## config.mk

```make
export PLATFORM = sky130hd
export DESIGN_NAME = video_register_file_top
export DESIGN_NICKNAME = d
export VERILOG_FILES = /design/src/rtl/vrf_pkg.sv /design/src/rtl/vrf_ram.sv /design/src/rtl/vrf_core.sv /design/src/rtl/video_register_file_top.sv
export SDC_FILE = /design/constraint.sdc
export NUM_CORES = 2
export LEC_CHECK = 0
export ABC_AREA = 1
export BUFFER_PORTS_ARGS = -buffer_cell sky130_fd_sc_hd__buf_2
export CAP_MARGIN = 20
export CELL_PAD_IN_SITES_DETAIL_PLACEMENT = 0
export CELL_PAD_IN_SITES_GLOBAL_PLACEMENT = 2
export CORE_ASPECT_RATIO = 0.9
export CORE_MARGIN = 5
export CORE_UTILIZATION = 40
export CTS_CLUSTER_DIAMETER = 50
export DETAILED_ROUTE_END_ITERATION = 6
export PLACE_DENSITY = 0.74
export REMOVE_ABC_BUFFERS = 1
export SLEW_MARGIN = 25
export SYNTH_ARGS = -nofsm -noshare
export SYNTH_HDL_FRONTEND = slang
export SYNTH_HIERARCHICAL = 1
export SYNTH_SLANG_ARGS = --single-unit
```

## constraint.sdc

```tcl
create_clock -name aclk -period 8.3 [get_ports aclk]
set_input_delay 1.245 -clock aclk [delete_from_list [all_inputs] [get_ports aclk]]
set_output_delay 1.245 -clock aclk [all_outputs]
set_load 0.03 [all_outputs]
```

## src/rtl/vrf_pkg.sv

```systemverilog
// ----------------------------------------------------------------------------
// vrf_pkg
// Shared types and codes for the video register file: operation codes,
// register numbers, the input item and the result item.
// ----------------------------------------------------------------------------
`default_nettype none

package vrf_pkg;

    // Operation carried by one input transaction
    typedef enum logic [2:0] {
        OP_READ        = 3'd0,
        OP_WRITE       = 3'd1,
        OP_MEM_RETURN  = 3'd2,
        OP_FRAME_START = 3'd3,
        OP_HBLANK      = 3'd4,
        OP_VBLANK_SET  = 3'd5,
        OP_VBLANK_CLR  = 3'd6,
        OP_SPRITE_HIT  = 3'd7
    } vrf_op_t;

    // CPU-visible register numbers
    localparam logic [2:0] REG_CONTROL     = 3'd0;
    localparam logic [2:0] REG_MASK        = 3'd1;
    localparam logic [2:0] REG_STATUS      = 3'd2;
    localparam logic [2:0] REG_SPRITE_ADDR = 3'd3;
    localparam logic [2:0] REG_SPRITE_DATA = 3'd4;
    localparam logic [2:0] REG_SCROLL      = 3'd5;
    localparam logic [2:0] REG_ADDRESS     = 3'd6;
    localparam logic [2:0] REG_DATA        = 3'd7;

    // Address space landmarks
    localparam logic [13:0] PALETTE_BASE   = 14'h3f00;
    localparam logic [13:0] NAMETABLE_BASE = 14'h2000;
    localparam logic [4:0]  LAST_ROW       = 5'd30;

    // Status bits
    localparam int unsigned STAT_VBLANK = 7;
    localparam int unsigned STAT_HIT    = 6;

    typedef struct packed {
        vrf_op_t     op;
        logic [2:0]  reg_index;
        logic [7:0]  write_data;
        logic [7:0]  mem_data;
        logic [2:0]  line_count;
    } vrf_item_t;

    typedef struct packed {
        logic [7:0]  read_data;
        logic [13:0] mem_addr;
        logic        mem_read;
        logic        mem_write;
        logic [7:0]  mem_write_data;
        logic [2:0]  fine_scroll_x;
        logic [14:0] current_vram_address;
    } vrf_result_t;

endpackage

`default_nettype wire

```

## src/rtl/vrf_ram.sv

```systemverilog
// ----------------------------------------------------------------------------
// vrf_ram
// Generic single-write, single-read RAM with a registered read port.
// ----------------------------------------------------------------------------
`default_nettype none

module vrf_ram #(
    parameter int WIDTH = 8,
    parameter int DEPTH = 256
) (
    input  wire logic                     clk,
    input  wire logic                     we,
    input  wire logic [$clog2(DEPTH)-1:0] waddr,
    input  wire logic [WIDTH-1:0]         wdata,
    input  wire logic [$clog2(DEPTH)-1:0] raddr,
    output logic      [WIDTH-1:0]         rdata
);

    logic [WIDTH-1:0] mem [DEPTH];

    // Write and registered read
    always_ff @(posedge clk) begin
        if (we) begin
            mem[waddr] <= wdata;
        end
        rdata <= mem[raddr];
    end

endmodule

`default_nettype wire

```

## src/rtl/vrf_core.sv

```systemverilog
// ----------------------------------------------------------------------------
// vrf_core
// Register state and update logic: decodes one item, forms its result and
// commits the new state when the item retires.
// ----------------------------------------------------------------------------
`default_nettype none

module vrf_core
    import vrf_pkg::*;
(
    input  wire logic        aclk,
    input  wire logic        aresetn,
    input  wire logic        cfg_we,
    input  wire logic        cfg_wdata,
    input  wire vrf_item_t   item,
    input  wire logic        advance,
    output vrf_result_t      result
);

    // State
    logic        pattern_writable_reg;
    logic [7:0]  control_reg, control_next;
    logic [7:0]  mask_reg, mask_next;
    logic [7:0]  status_reg, status_next;
    logic [7:0]  sprite_addr_reg, sprite_addr_next;
    logic [14:0] vaddr_reg, vaddr_next;
    logic [14:0] taddr_reg, taddr_next;
    logic        second_reg, second_next;
    logic [2:0]  fine_x_reg, fine_x_next;
    logic [7:0]  rbuf_reg, rbuf_next;
    logic [5:0]  palette_reg [32];
    logic [255:0] sprite_valid_reg;
    logic        sprite_valid_q_reg;

    // Combinational helpers
    logic [13:0] step_addr;
    logic [14:0] step_sum;
    logic [4:0]  pal_idx;
    logic        pal_we;
    logic        spr_we;
    logic [7:0]  spr_raddr;
    logic [7:0]  spr_q;
    logic [7:0]  spr_data;
    logic [15:0] hsum;
    logic [14:0] haddr;
    logic [4:0]  hrow;
    logic [14:0] hblank_addr;

    // Data port address and its increment of 1 or 32
    assign step_addr = vaddr_reg[13:0];
    assign step_sum  = {1'b0, step_addr} + (control_reg[2] ? 15'd32 : 15'd1);

    // Palette mirroring: entries with low two bits zero drop bit 4
    always_comb begin
        pal_idx = step_addr[4:0];
        if (step_addr[1:0] == 2'b00) begin
            pal_idx[4] = 1'b0;
        end
    end

    // Sprite data: unwritten entries read zero, byte 2 of 4 loses bits 4:2
    always_comb begin
        spr_data = sprite_valid_q_reg ? spr_q : 8'h00;
        if (sprite_addr_reg[1:0] == 2'b10) begin
            spr_data = spr_data & 8'he3;
        end
    end

    // Hblank: add lines to fine Y, carry into coarse Y with row 30 wrap
    always_comb begin
        hsum  = {1'b0, vaddr_reg} + {1'b0, item.line_count, 12'h000};
        haddr = hsum[14:0];
        hrow  = haddr[9:5] + 5'd1;
        if (hsum[15]) begin
            if (hrow == LAST_ROW) begin
                hblank_addr = {haddr[14:12], ~haddr[11], haddr[10], 5'd0, haddr[4:0]};
            end else begin
                hblank_addr = {haddr[14:10], hrow, haddr[4:0]};
            end
        end else begin
            hblank_addr = haddr;
        end
    end

    // Decode the item and form next state and result
    always_comb begin
        control_next     = control_reg;
        mask_next        = mask_reg;
        status_next      = status_reg;
        sprite_addr_next = sprite_addr_reg;
        vaddr_next       = vaddr_reg;
        taddr_next       = taddr_reg;
        second_next      = second_reg;
        fine_x_next      = fine_x_reg;
        rbuf_next        = rbuf_reg;
        pal_we           = 1'b0;
        spr_we           = 1'b0;
        result           = '0;

        case (item.op)
            OP_READ: begin
                case (item.reg_index)
                    REG_STATUS: begin
                        result.read_data        = status_reg;
                        status_next[STAT_VBLANK] = 1'b0;
                        second_next             = 1'b0;
                    end
                    REG_SPRITE_DATA: begin
                        result.read_data = spr_data;
                    end
                    REG_DATA: begin
                        vaddr_next         = step_sum;
                        result.mem_addr    = step_addr;
                        result.mem_read    = 1'b1;
                        result.read_data   = (step_addr >= PALETTE_BASE) ?
                                             {2'b00, palette_reg[pal_idx]} : rbuf_reg;
                    end
                    default: begin
                    end
                endcase
            end
            OP_WRITE: begin
                case (item.reg_index)
                    REG_CONTROL: begin
                        taddr_next   = {taddr_reg[14:12], item.write_data[1:0],
                                        taddr_reg[9:0]};
                        control_next = item.write_data;
                    end
                    REG_MASK: begin
                        mask_next = item.write_data;
                    end
                    REG_SPRITE_ADDR: begin
                        sprite_addr_next = item.write_data;
                    end
                    REG_SPRITE_DATA: begin
                        spr_we           = 1'b1;
                        sprite_addr_next = sprite_addr_reg + 8'd1;
                    end
                    REG_SCROLL: begin
                        if (second_reg) begin
                            taddr_next = {item.write_data[2:0], taddr_reg[11:10],
                                          item.write_data[7:3], taddr_reg[4:0]};
                        end else begin
                            fine_x_next = item.write_data[2:0];
                            taddr_next  = {taddr_reg[14:5], item.write_data[7:3]};
                        end
                        second_next = ~second_reg;
                    end
                    REG_ADDRESS: begin
                        if (second_reg) begin
                            taddr_next = {taddr_reg[14:8], item.write_data};
                            vaddr_next = {taddr_reg[14:8], item.write_data};
                        end else begin
                            taddr_next = {1'b0, item.write_data[5:0], taddr_reg[7:0]};
                        end
                        second_next = ~second_reg;
                    end
                    REG_DATA: begin
                        vaddr_next = step_sum;
                        if (step_addr >= PALETTE_BASE) begin
                            pal_we = 1'b1;
                        end else if (step_addr >= NAMETABLE_BASE || pattern_writable_reg) begin
                            result.mem_addr       = step_addr;
                            result.mem_write      = 1'b1;
                            result.mem_write_data = item.write_data;
                        end
                    end
                    default: begin
                    end
                endcase
            end
            OP_MEM_RETURN: begin
                rbuf_next = item.mem_data;
            end
            OP_FRAME_START: begin
                if (mask_reg[3]) begin
                    vaddr_next = taddr_reg;
                end
            end
            OP_HBLANK: begin
                if (mask_reg[3]) begin
                    vaddr_next = hblank_addr;
                end
            end
            OP_VBLANK_SET: begin
                status_next[STAT_VBLANK] = 1'b1;
            end
            OP_VBLANK_CLR: begin
                status_next[STAT_VBLANK] = 1'b0;
                status_next[STAT_HIT]    = 1'b0;
            end
            OP_SPRITE_HIT: begin
                status_next[STAT_HIT] = 1'b1;
            end
            default: begin
            end
        endcase

        result.fine_scroll_x        = fine_x_next;
        result.current_vram_address = vaddr_next;
    end

    // Commit state when the item retires
    always_ff @(posedge aclk) begin
        if (!aresetn) begin
            control_reg     <= '0;
            mask_reg        <= '0;
            status_reg      <= '0;
            sprite_addr_reg <= '0;
            vaddr_reg       <= '0;
            taddr_reg       <= '0;
            second_reg      <= 1'b0;
            fine_x_reg      <= '0;
            rbuf_reg        <= '0;
        end else if (advance) begin
            control_reg     <= control_next;
            mask_reg        <= mask_next;
            status_reg      <= status_next;
            sprite_addr_reg <= sprite_addr_next;
            vaddr_reg       <= vaddr_next;
            taddr_reg       <= taddr_next;
            second_reg      <= second_next;
            fine_x_reg      <= fine_x_next;
            rbuf_reg        <= rbuf_next;
        end
    end

    // Configuration register
    always_ff @(posedge aclk) begin
        if (!aresetn) begin
            pattern_writable_reg <= 1'b0;
        end else if (cfg_we) begin
            pattern_writable_reg <= cfg_wdata;
        end
    end

    // Palette entries
    always_ff @(posedge aclk) begin
        if (!aresetn) begin
            for (int i = 0; i < 32; i++) begin
                palette_reg[i] <= '0;
            end
        end else if (advance && pal_we) begin
            palette_reg[pal_idx] <= item.write_data[5:0];
        end
    end

    // Look up the sprite entry for the address the next item will see
    assign spr_raddr = advance ? sprite_addr_next : sprite_addr_reg;

    // Sprite entry valid bits, looked up alongside the RAM read
    always_ff @(posedge aclk) begin
        if (!aresetn) begin
            sprite_valid_reg   <= '0;
            sprite_valid_q_reg <= 1'b0;
        end else begin
            if (advance && spr_we) begin
                sprite_valid_reg[sprite_addr_reg] <= 1'b1;
            end
            sprite_valid_q_reg <= sprite_valid_reg[spr_raddr];
        end
    end

    vrf_ram #(
        .WIDTH (8),
        .DEPTH (256)
    ) u_sprite_ram (
        .clk   (aclk),
        .we    (advance && spr_we),
        .waddr (sprite_addr_reg),
        .wdata (item.write_data),
        .raddr (spr_raddr),
        .rdata (spr_q)
    );

endmodule

`default_nettype wire

```

## src/rtl/video_register_file_top.sv

```systemverilog
// ----------------------------------------------------------------------------
// video_register_file_top
// CPU-side video register file: input register, update logic and result
// register on stream channels.
// ----------------------------------------------------------------------------
//  channel  direction  handshake          payload
//  s_       in         s_tvalid/s_tready  s_tuser op, s_tdata register fields
//  m_       out        m_tvalid/m_tready  m_tdata one result per transaction
//  cfg_     in         cfg_we             cfg_wdata pattern_ram_writable
//
//  One transaction accepted per cycle while the result channel does not
//  stall; it is captured in the input register, and its result is
//  captured in the result register once that register is free.
//  The update logic is combinational; the sprite RAM's registered read
//  port is addressed ahead, with the address the next item will see.
//  Reset is synchronous, active low; it clears all core state including
//  palette and sprite entries (per-entry valid bits), with no clearing pass.
//  A stalled result holds in the result register while one more transaction
//  waits in the input register.
// ----------------------------------------------------------------------------
`default_nettype none

module video_register_file_top
    import vrf_pkg::*;
(
    input  wire logic        aclk,
    input  wire logic        aresetn,
    // configuration
    input  wire logic        cfg_we,
    input  wire logic        cfg_wdata,
    // input channel
    input  wire logic        s_tvalid,
    output logic             s_tready,
    input  wire logic [2:0]  s_tuser,   // operation[2:0]
    input  wire logic [23:0] s_tdata,   // reg_index[2:0], write_data[10:3],
                                        // mem_data[18:11], line_count[21:19]
    // result channel
    output logic             m_tvalid,
    input  wire logic        m_tready,
    output logic [55:0]      m_tdata    // read_data[7:0], mem_addr[21:8],
                                        // mem_read[22], mem_write[23],
                                        // mem_write_data[31:24],
                                        // fine_scroll_x[34:32],
                                        // current_vram_address[49:35]
);

    logic        s1_valid_reg;
    vrf_item_t   item_reg;
    logic        out_valid_reg;
    vrf_result_t out_reg;
    vrf_result_t result;
    logic        advance;

    // Retire the held item when the result register is free
    assign advance  = s1_valid_reg && (!out_valid_reg || m_tready);
    assign s_tready = !s1_valid_reg || advance;

    // Input register
    always_ff @(posedge aclk) begin
        if (!aresetn) begin
            s1_valid_reg <= 1'b0;
        end else if (s_tready) begin
            s1_valid_reg <= s_tvalid;
        end
    end

    always_ff @(posedge aclk) begin
        if (s_tvalid && s_tready) begin
            item_reg.op         <= vrf_op_t'(s_tuser[2:0]);
            item_reg.reg_index  <= s_tdata[2:0];
            item_reg.write_data <= s_tdata[10:3];
            item_reg.mem_data   <= s_tdata[18:11];
            item_reg.line_count <= s_tdata[21:19];
        end
    end

    vrf_core u_core (
        .aclk      (aclk),
        .aresetn   (aresetn),
        .cfg_we    (cfg_we),
        .cfg_wdata (cfg_wdata),
        .item      (item_reg),
        .advance   (advance),
        .result    (result)
    );

    // Result register
    always_ff @(posedge aclk) begin
        if (!aresetn) begin
            out_valid_reg <= 1'b0;
        end else if (advance) begin
            out_valid_reg <= 1'b1;
        end else if (m_tready) begin
            out_valid_reg <= 1'b0;
        end
    end

    always_ff @(posedge aclk) begin
        if (advance) begin
            out_reg <= result;
        end
    end

    assign m_tvalid = out_valid_reg;
    assign m_tdata  = {6'd0,
                       out_reg.current_vram_address,
                       out_reg.fine_scroll_x,
                       out_reg.mem_write_data,
                       out_reg.mem_write,
                       out_reg.mem_read,
                       out_reg.mem_addr,
                       out_reg.read_data};

    // A result never asks for both a memory read and a memory write
    assert property (@(posedge aclk) disable iff (!aresetn)
        out_valid_reg |-> !(out_reg.mem_read && out_reg.mem_write))
        else $error("result issues read and write together");

    // A held item that cannot retire stays held
    assert property (@(posedge aclk) disable iff (!aresetn)
        (s1_valid_reg && !advance) |=> s1_valid_reg)
        else $error("held item lost");

    // An accepted transaction lands in the input register
    assert property (@(posedge aclk) disable iff (!aresetn)
        (s_tvalid && s_tready) |=> s1_valid_reg)
        else $error("accepted transaction dropped");

    // A taken result with nothing behind it empties the result register
    assert property (@(posedge aclk) disable iff (!aresetn)
        (m_tvalid && m_tready && !s1_valid_reg) |=> !m_tvalid)
        else $error("result repeated");

endmodule

`default_nettype wire
```

* After elaboration in Yosys (flattened, before gate mapping)
Memories as Yosys holds them, arrays and structs flattened. A register that Yosys moved wholly into a read port is not among the register bits.
Index checks and enable logic that the tools add are counted.
** Word-level totals
- Flip-flop bits (word level) :: 394
- Memory bits (writable) :: 2240
- Input port bits :: 33
- Output and inout port bits :: 58
- Memories :: 2
** Memory list
- u_core.u_sprite_ram.mem :: depth 256, width 8, read ports 1, clocked after Yosys merged registers in 1, write ports 1, line vrf_ram.sv:19 : logic [WIDTH-1:0] mem [DEPTH];
- u_core.palette_reg :: depth 32, width 6, read ports 1, clocked after Yosys merged registers in 0, write ports 32, line vrf_core.sv:31 : logic [5:0] palette_reg [32];
** Cells by class
- Add/subtract/negate cells :: 4
- Order comparisons :: 5
- Eq/ne operators :: 22
- Multiplexer cells :: 54
- Bitwise logic cells :: 8
- Reduce and logical (&&, ||, !) cells :: 33
** Operators with widths (count)
- 256-bit bitwise OR :: 1
- 15-bit two-way mux :: 7
- 15-bit case mux with 4 select lines :: 1
- 15-bit case mux with 3 select lines :: 1
- 14-bit two-way mux :: 3
- 8-bit two-way mux :: 4
- 15-bit case mux with 2 select lines :: 1
- 14-bit greater-or-equal comparator, second input constant :: 2
- 14-bit case mux with 2 select lines :: 1
- 3-bit equality test, second input constant :: 8
- 12-bit two-way mux :: 2
- 8-bit case mux with 3 select lines :: 1
- 1-bit two-way mux :: 19
- 8-bit by 9-bit < comparator with 1-bit output, second input constant :: 2
- 6-bit AND reduction :: 3
- 15-bit by 15-bit adder with 16-bit output :: 1
- 8-bit case mux with 2 select lines :: 1
- 14-bit by 15-bit adder with 15-bit output :: 1
- 3-bit by 2-bit equality test with 1-bit output, second input constant :: 4
- 6-bit two-way mux :: 2
- 5-bit two-way mux :: 2
- 2-bit nonzero test :: 5
- 3-bit two-way mux :: 3
- 9-bit two-way mux :: 1
- other kinds (27) :: 50

* Depth between registers and ports, before layout
- Depth after elaboration :: 10
- Mapped depth :: 26

* Cells and area by module
Netlist, hierarchy kept.
** By module, submodules not included
- vrf_ram :: instances 1, cells each 7003, area each 83396.2 µm², sequential area each 61659.1 µm²
- vrf_core :: instances 1, cells each 2982, area each 22958.3 µm², sequential area each 11290.8 µm²
- video_register_file_top :: instances 1, cells each 95, area each 2396.0 µm², sequential area each 2292.2 µm²

* Worst setup path after synthesis
No wires, ideal clock.
- Path type :: input-to-reg
- From :: input port m_tready
- To :: memory u_core.u_sprite_ram.mem[162][0] (enable)
- Setup time :: 370 ps
- Data arrival time :: 6659 ps
- Required time :: 7930 ps
- Slack :: 1271 ps
- Stages :: 12
- Path buffers :: 4
- Cells stage by stage :: inv_1 > a21oi_1 > nand2_1 > inv_2 > nand2_4 > nor2_1 > clkbuf_1 > clkbuf_1 > clkbuf_1 > nand3_1 > clkbuf_1 > nor2_1
** On the way
- Word-level cells in the longest chain between the ends :: 5
** RTL lines
- start, declared :: line video_register_file_top.sv:39 : input wire logic m_tready,
- 1-bit logical OR :: line video_register_file_top.sv:55 : assign advance = s1_valid_reg && (!out_valid_reg || m_tready);
- 1-bit logical AND :: line video_register_file_top.sv:55
- net advance :: line video_register_file_top.sv:52 : logic advance;
- 1-bit logical AND :: line vrf_core.sv:269 : .we (advance && spr_we),
- 1-bit two-way mux :: line vrf_ram.sv:23 : if (we) begin
- 1-bit two-way mux (not written as such) :: line vrf_ram.sv:24 : mem[waddr] <= wdata;
- end, declared :: line vrf_ram.sv:19
The timed path passes the listed nets, and every way through them passes these cells.

* Worst setup path after layout
- From :: input port m_tready
- To :: register u_core.u_sprite_ram.rdata[1], read port of u_core.u_sprite_ram.mem
** On the way
- Word-level cells in the longest chain between the ends :: 3
** RTL lines
- 1-bit logical OR :: line video_register_file_top.sv:55
- 1-bit logical AND :: line video_register_file_top.sv:55
- net advance :: line video_register_file_top.sv:52
- 8-bit two-way mux
- end, declared :: line vrf_ram.sv:16 : output logic [WIDTH-1:0] rdata
The timed path passes the listed nets, and every way through them passes these cells.
A chain may end at the register's enable or synchronous reset.

==> flow_metrics.py <==
metrics = {
    "floorplan": {
        "die_h_um": 505,
        "start_util_pct": 40.2,
        "fp.dieW_um": 560,
        "die_area_sq_um": 282000,
        "core_sq_um": 270000,
        "rows": 181,
        "io_pins": 91,
    },
    "detailed_routing": {
        "drcViolationCount": 7,
        "via_per_inst": 5.44,
        "drt-pass1-iter-count": 7,
        "drt_wl_total_mm": 324,
        "vias": 74781,
        "initialDrtViolationCount": 7061,
        "routedWlPerCell_um": 23.6,
        "ant_nets": 0,
    },
    "critical_path": {
        "r2r_start": "item_reg[24]",
        "path_delay_family": "simple AND/OR/NAND/NOR gates",
        "r2r_end": "u_core/u_sprite_ram/rdata[1]",
        "cp_max_fo": 178,
        "required_ps": 9090,
        "worst-path-stages": 23,
        "worst_setup_path_start_kind": "primary input",
        "rr_worst_depth": 21,
        "critical_path.slowest_cell": "buf_4",
        "critPathLaunch": "m_tready",
        "ff2ff_setup_slack_ps": 3030,
        "worstPathArrival_ps": 6200,
        "path_buf_inv": 7,
        "path_class": "primary input to flop",
        "cp_slowest_stage_delay_ps": 810,
        "end_kind": "flop",
        "crit_path_frequent_cell": "nand3_1",
        "cp_cell_sequence": "buf_2 > inv_1 > a21oi_4 > nand2_1 > inv_2 > nand2_4 > nor2_8 > nand2_2 > buf_4 > nand2_8 > inv_8 > inv_16 > buf_4 > nand2_1 > nand3_1 > nand3_1 > nand3_1 > nand3_1 > nand3_1 > nand3_1 > nand2_1 > nand2_1 > nand2_1",
        "critPathCapture": "u_core/u_sprite_ram/rdata[1]",
    },
    "global_route": {
        "grt_pass1_wl_mm": 479,
        "antenna_found_initial": 10,
        "grt_remaining_overflow": 0,
        "grt_pass1_vias": 71575,
        "globalRouteTotalUtil_pct": 22.2,
        "grt_max_degree": 216,
    },
    "sta": {
        "fin_crit_sh_pct": 65.2,
        "slew-limit-headroom_pct": 19.4,
        "clock.fmax_mhz": 185,
        "rsz0062_at_grt": "no",
        "finalHoldViolCount": 0,
        "fin_tns_setup_ps": 0,
        "finalCriticalPeriod_ps": 5410,
        "worst_slew_pin_slew_ps": 1210,
        "finalSetupViolCount": 0,
        "final_max_slew_viol_count": 0,
        "fin_skew_ps": 58.4,
    },
    "clocking": {
        "cts_buffer_depth": 4,
        "numClockSinks": 2613,
        "postCtsHoldBufs": 0,
        "cts_tree": "done",
        "clk_latency_ps": 870,
        "cts_resized": 0,
        "post_cts_buffers": 0,
        "cts-htree-levels": 5,
        "numCtsBuffers": 314,
        "clk_pin_slew_ps": 60,
        "root_buffer": "clkbuf_16",
    },
    "synthesis": {
        "synthDistinctLibCells": 60,
        "ys_warn_count": 6,
        "synthesis.area_sq_um": 109000,
        "async_reset_ff_share_pct": 0,
        "synth_edf_count": 2291,
        "ys_ff_latch": 2613,
        "ys.flop_type": "edfxtp_1",
        "yosysSeqAreaShare_pct": 69.2,
        "syn_area_per_cell_sq_um": 10.8,
        "synthCells": 10080,
    },
    "min_path": {
        "min_path_type": "flop to flop",
    },
    "power_and_ir_drop": {
        "clockPowerShare_pct": 46.6,
        "swShare_pct": 21.8,
        "p_per_area_nw_per_um2": 234,
        "switchingPower_mw": 6.21,
        "pwr-share-seq_pct": 50.4,
        "ir_drop_mv": 0.152,
        "p_comb_share_pct": 3.0,
        "leakagePower_nw": 42.2,
        "p_int_mw": 22.3,
        "power.total_mw": 28.6,
    },
    "place": {
        "io_buffers": 82,
        "gp_congestion": 0.830,
        "dp_hpwl_mm": 180,
    },
    "job": {
        "drv_cap": 0,
    },
    "finish": {
        "final_nets": 9976,
        "largest_register_ff_count": 2048,
        "layout-drive-gt1-share_pct": 7.62,
        "area_delta_synth_final_pct": 12.0,
        "fin_util_pct": 45.1,
        "fill_cells": 25083,
    },
    "run_status": {
        "status": "finished, violations left",
        "violations": "design-rule violations",
    },
}
[cell usage after synthesis, drive strengths merged (13+ instances only)]
library cell	number	area (sq um)
nand2	2586	9730
a31oi	67	419
o21ai	111	559
nor2	684	2600
edfxtp	2291	68800
a21oi	265	1340
a22oi	60	450
buf	440	2430
o211ai	33	248
nand3	2483	12400
inv	354	1330
nor3	18	120
clkbuf	257	966
ha	13	163
dfxtp	322	6450
nand4	22	138
[final cells by class]
| class | instances | area (sq um) | area share (%) |
|---|---|---|---|
| Tap cell | 3568 | 4460 | 3.66 |
| Antenna cell | 6 | 15.0 | 0.0123 |
| Clock buffer | 384 | 8310 | 6.82 |
| Clock inverter | 175 | 1660 | 1.36 |
| Multi-Input combinational cell | 6415 | 29000 | 23.8 |
| Sequential cell | 2613 | 75200 | 61.7 |
| Inverter | 360 | 1410 | 1.16 |
| Timing Repair Buffer | 225 | 1790 | 1.47 |
[cells by family (layout without fill, tap and decap cells)]
group	count (synthesis)	after routing	share of synthesized area (%)
AO/OA/AOI/OAI	591	591	3.19
XOR/XNOR	4	4	0.0322
adder cells (fa/ha/maj)	14	14	0.168
buffers and inverters	1057	1144	4.37
flip-flops	2613	2613	69.2
other	1	12	0.00345
AND/OR/NAND/NOR	5800	5800	23.1
[power groups by stage]
stage,combinational [mW],sequential (mW),clock [mW]
floorplan,0.406,14.8,0
global placement,0.858,14.7,0
detailed placement,0.872,14.7,0
CTS,0.873,14.4,13.6
global route,0.940,14.4,14.2
finish,0.865,14.4,13.3
[layer usage]
layer / vias up / share of wire [%] / routed length, um / track usage [%]
met5: - / 0 / 0 / 0
met2: 2261 / 47 / 152000 / 35.6
met1: 36988 / 44 / 144000 / 31.7
li1: 35067 / - / - / -
met4: 0 / 3.0 / 9570 / 6.76
met3: 465 / 5.8 / 19000 / 2.99
[worst reg2reg max path, cell delays in order, from the launching register on]
cell and delay, ps:
edfxtp_1 510, inv_2 130, nand2_1 140, inv_2 100
nand2_4 100, nor2_8 220, nand2_2 60, buf_4 300
nand2_8 170, inv_8 160, inv_16 540, buf_4 1140
nand2_1 160, nand3_1 120, nand3_1 160, nand3_1 130
nand3_1 280, nand3_1 190, nand3_1 90, nand2_1 250
nand2_1 130, nand2_1 130
[metrics by stage]
| step | cells | hold WS (ps) | cell area [sq um] | setup WS [ps] |
|---|---|---|---|---|
| 2_1_floorplan | 9388 | 420 | 105000 | -22630 |
| 6_report | 13746 | 449 | 122000 | 2890 |
| 4_1_cts | 13739 | 449 | 122000 | 2940 |
| 3_3_place_gp | 13178 | 438 | 112000 | 2030 |
| 5_1_grt | 13744 | 470 | 122000 | 2640 |
| 3_5_place_dp | 13180 | 440 | 112000 | 2020 |
[placed cells by master, fill, tap and decap left out, drive strengths merged, types with 2 or more instances in the layout]
| cell | instances |
|---|---|
| bufinv | 21 |
| ha | 13 |
| xor2 | 2 |
| clkbuf | 384 |
| a31oi | 67 |
| inv | 382 |
| o311ai | 2 |
| o2111ai | 6 |
| o211ai | 33 |
| xnor2 | 2 |
| conb | 6 |
| a221oi | 10 |
| a21oi | 265 |
| o221ai | 4 |
| buf | 225 |
| edfxtp | 2291 |
| clkinvlp | 21 |
| o22ai | 8 |
| nand4 | 22 |
| nand3 | 2483 |
| diode | 6 |
| o21ai | 111 |
| dfxtp | 322 |
| a22oi | 60 |
| nand3b | 3 |
| o21a | 4 |
| a32oi | 3 |
| nor2 | 684 |
| nor3 | 18 |
| clkinv | 111 |
| a21boi | 3 |
| nand2 | 2586 |
| a211oi | 8 |
[how the worst min path moves through the flow]
stage | start | endpoint | cells past startpoint
after floorplan | u_core/taddr_reg[7] | u_core/taddr_reg[7] | 2
after global placement | u_core/sprite_valid_reg[149] | u_core/sprite_valid_reg[149] | 2
after detailed placement | u_core/taddr_reg[7] | u_core/taddr_reg[7] | 2
after CTS | u_core/taddr_reg[7] | u_core/taddr_reg[7] | 2
after global routing | u_core/sprite_valid_reg[92] | u_core/sprite_valid_reg[92] | 2
final | u_core/taddr_reg[7] | u_core/taddr_reg[7] | 2
Power figures use the tool's default switching activity.
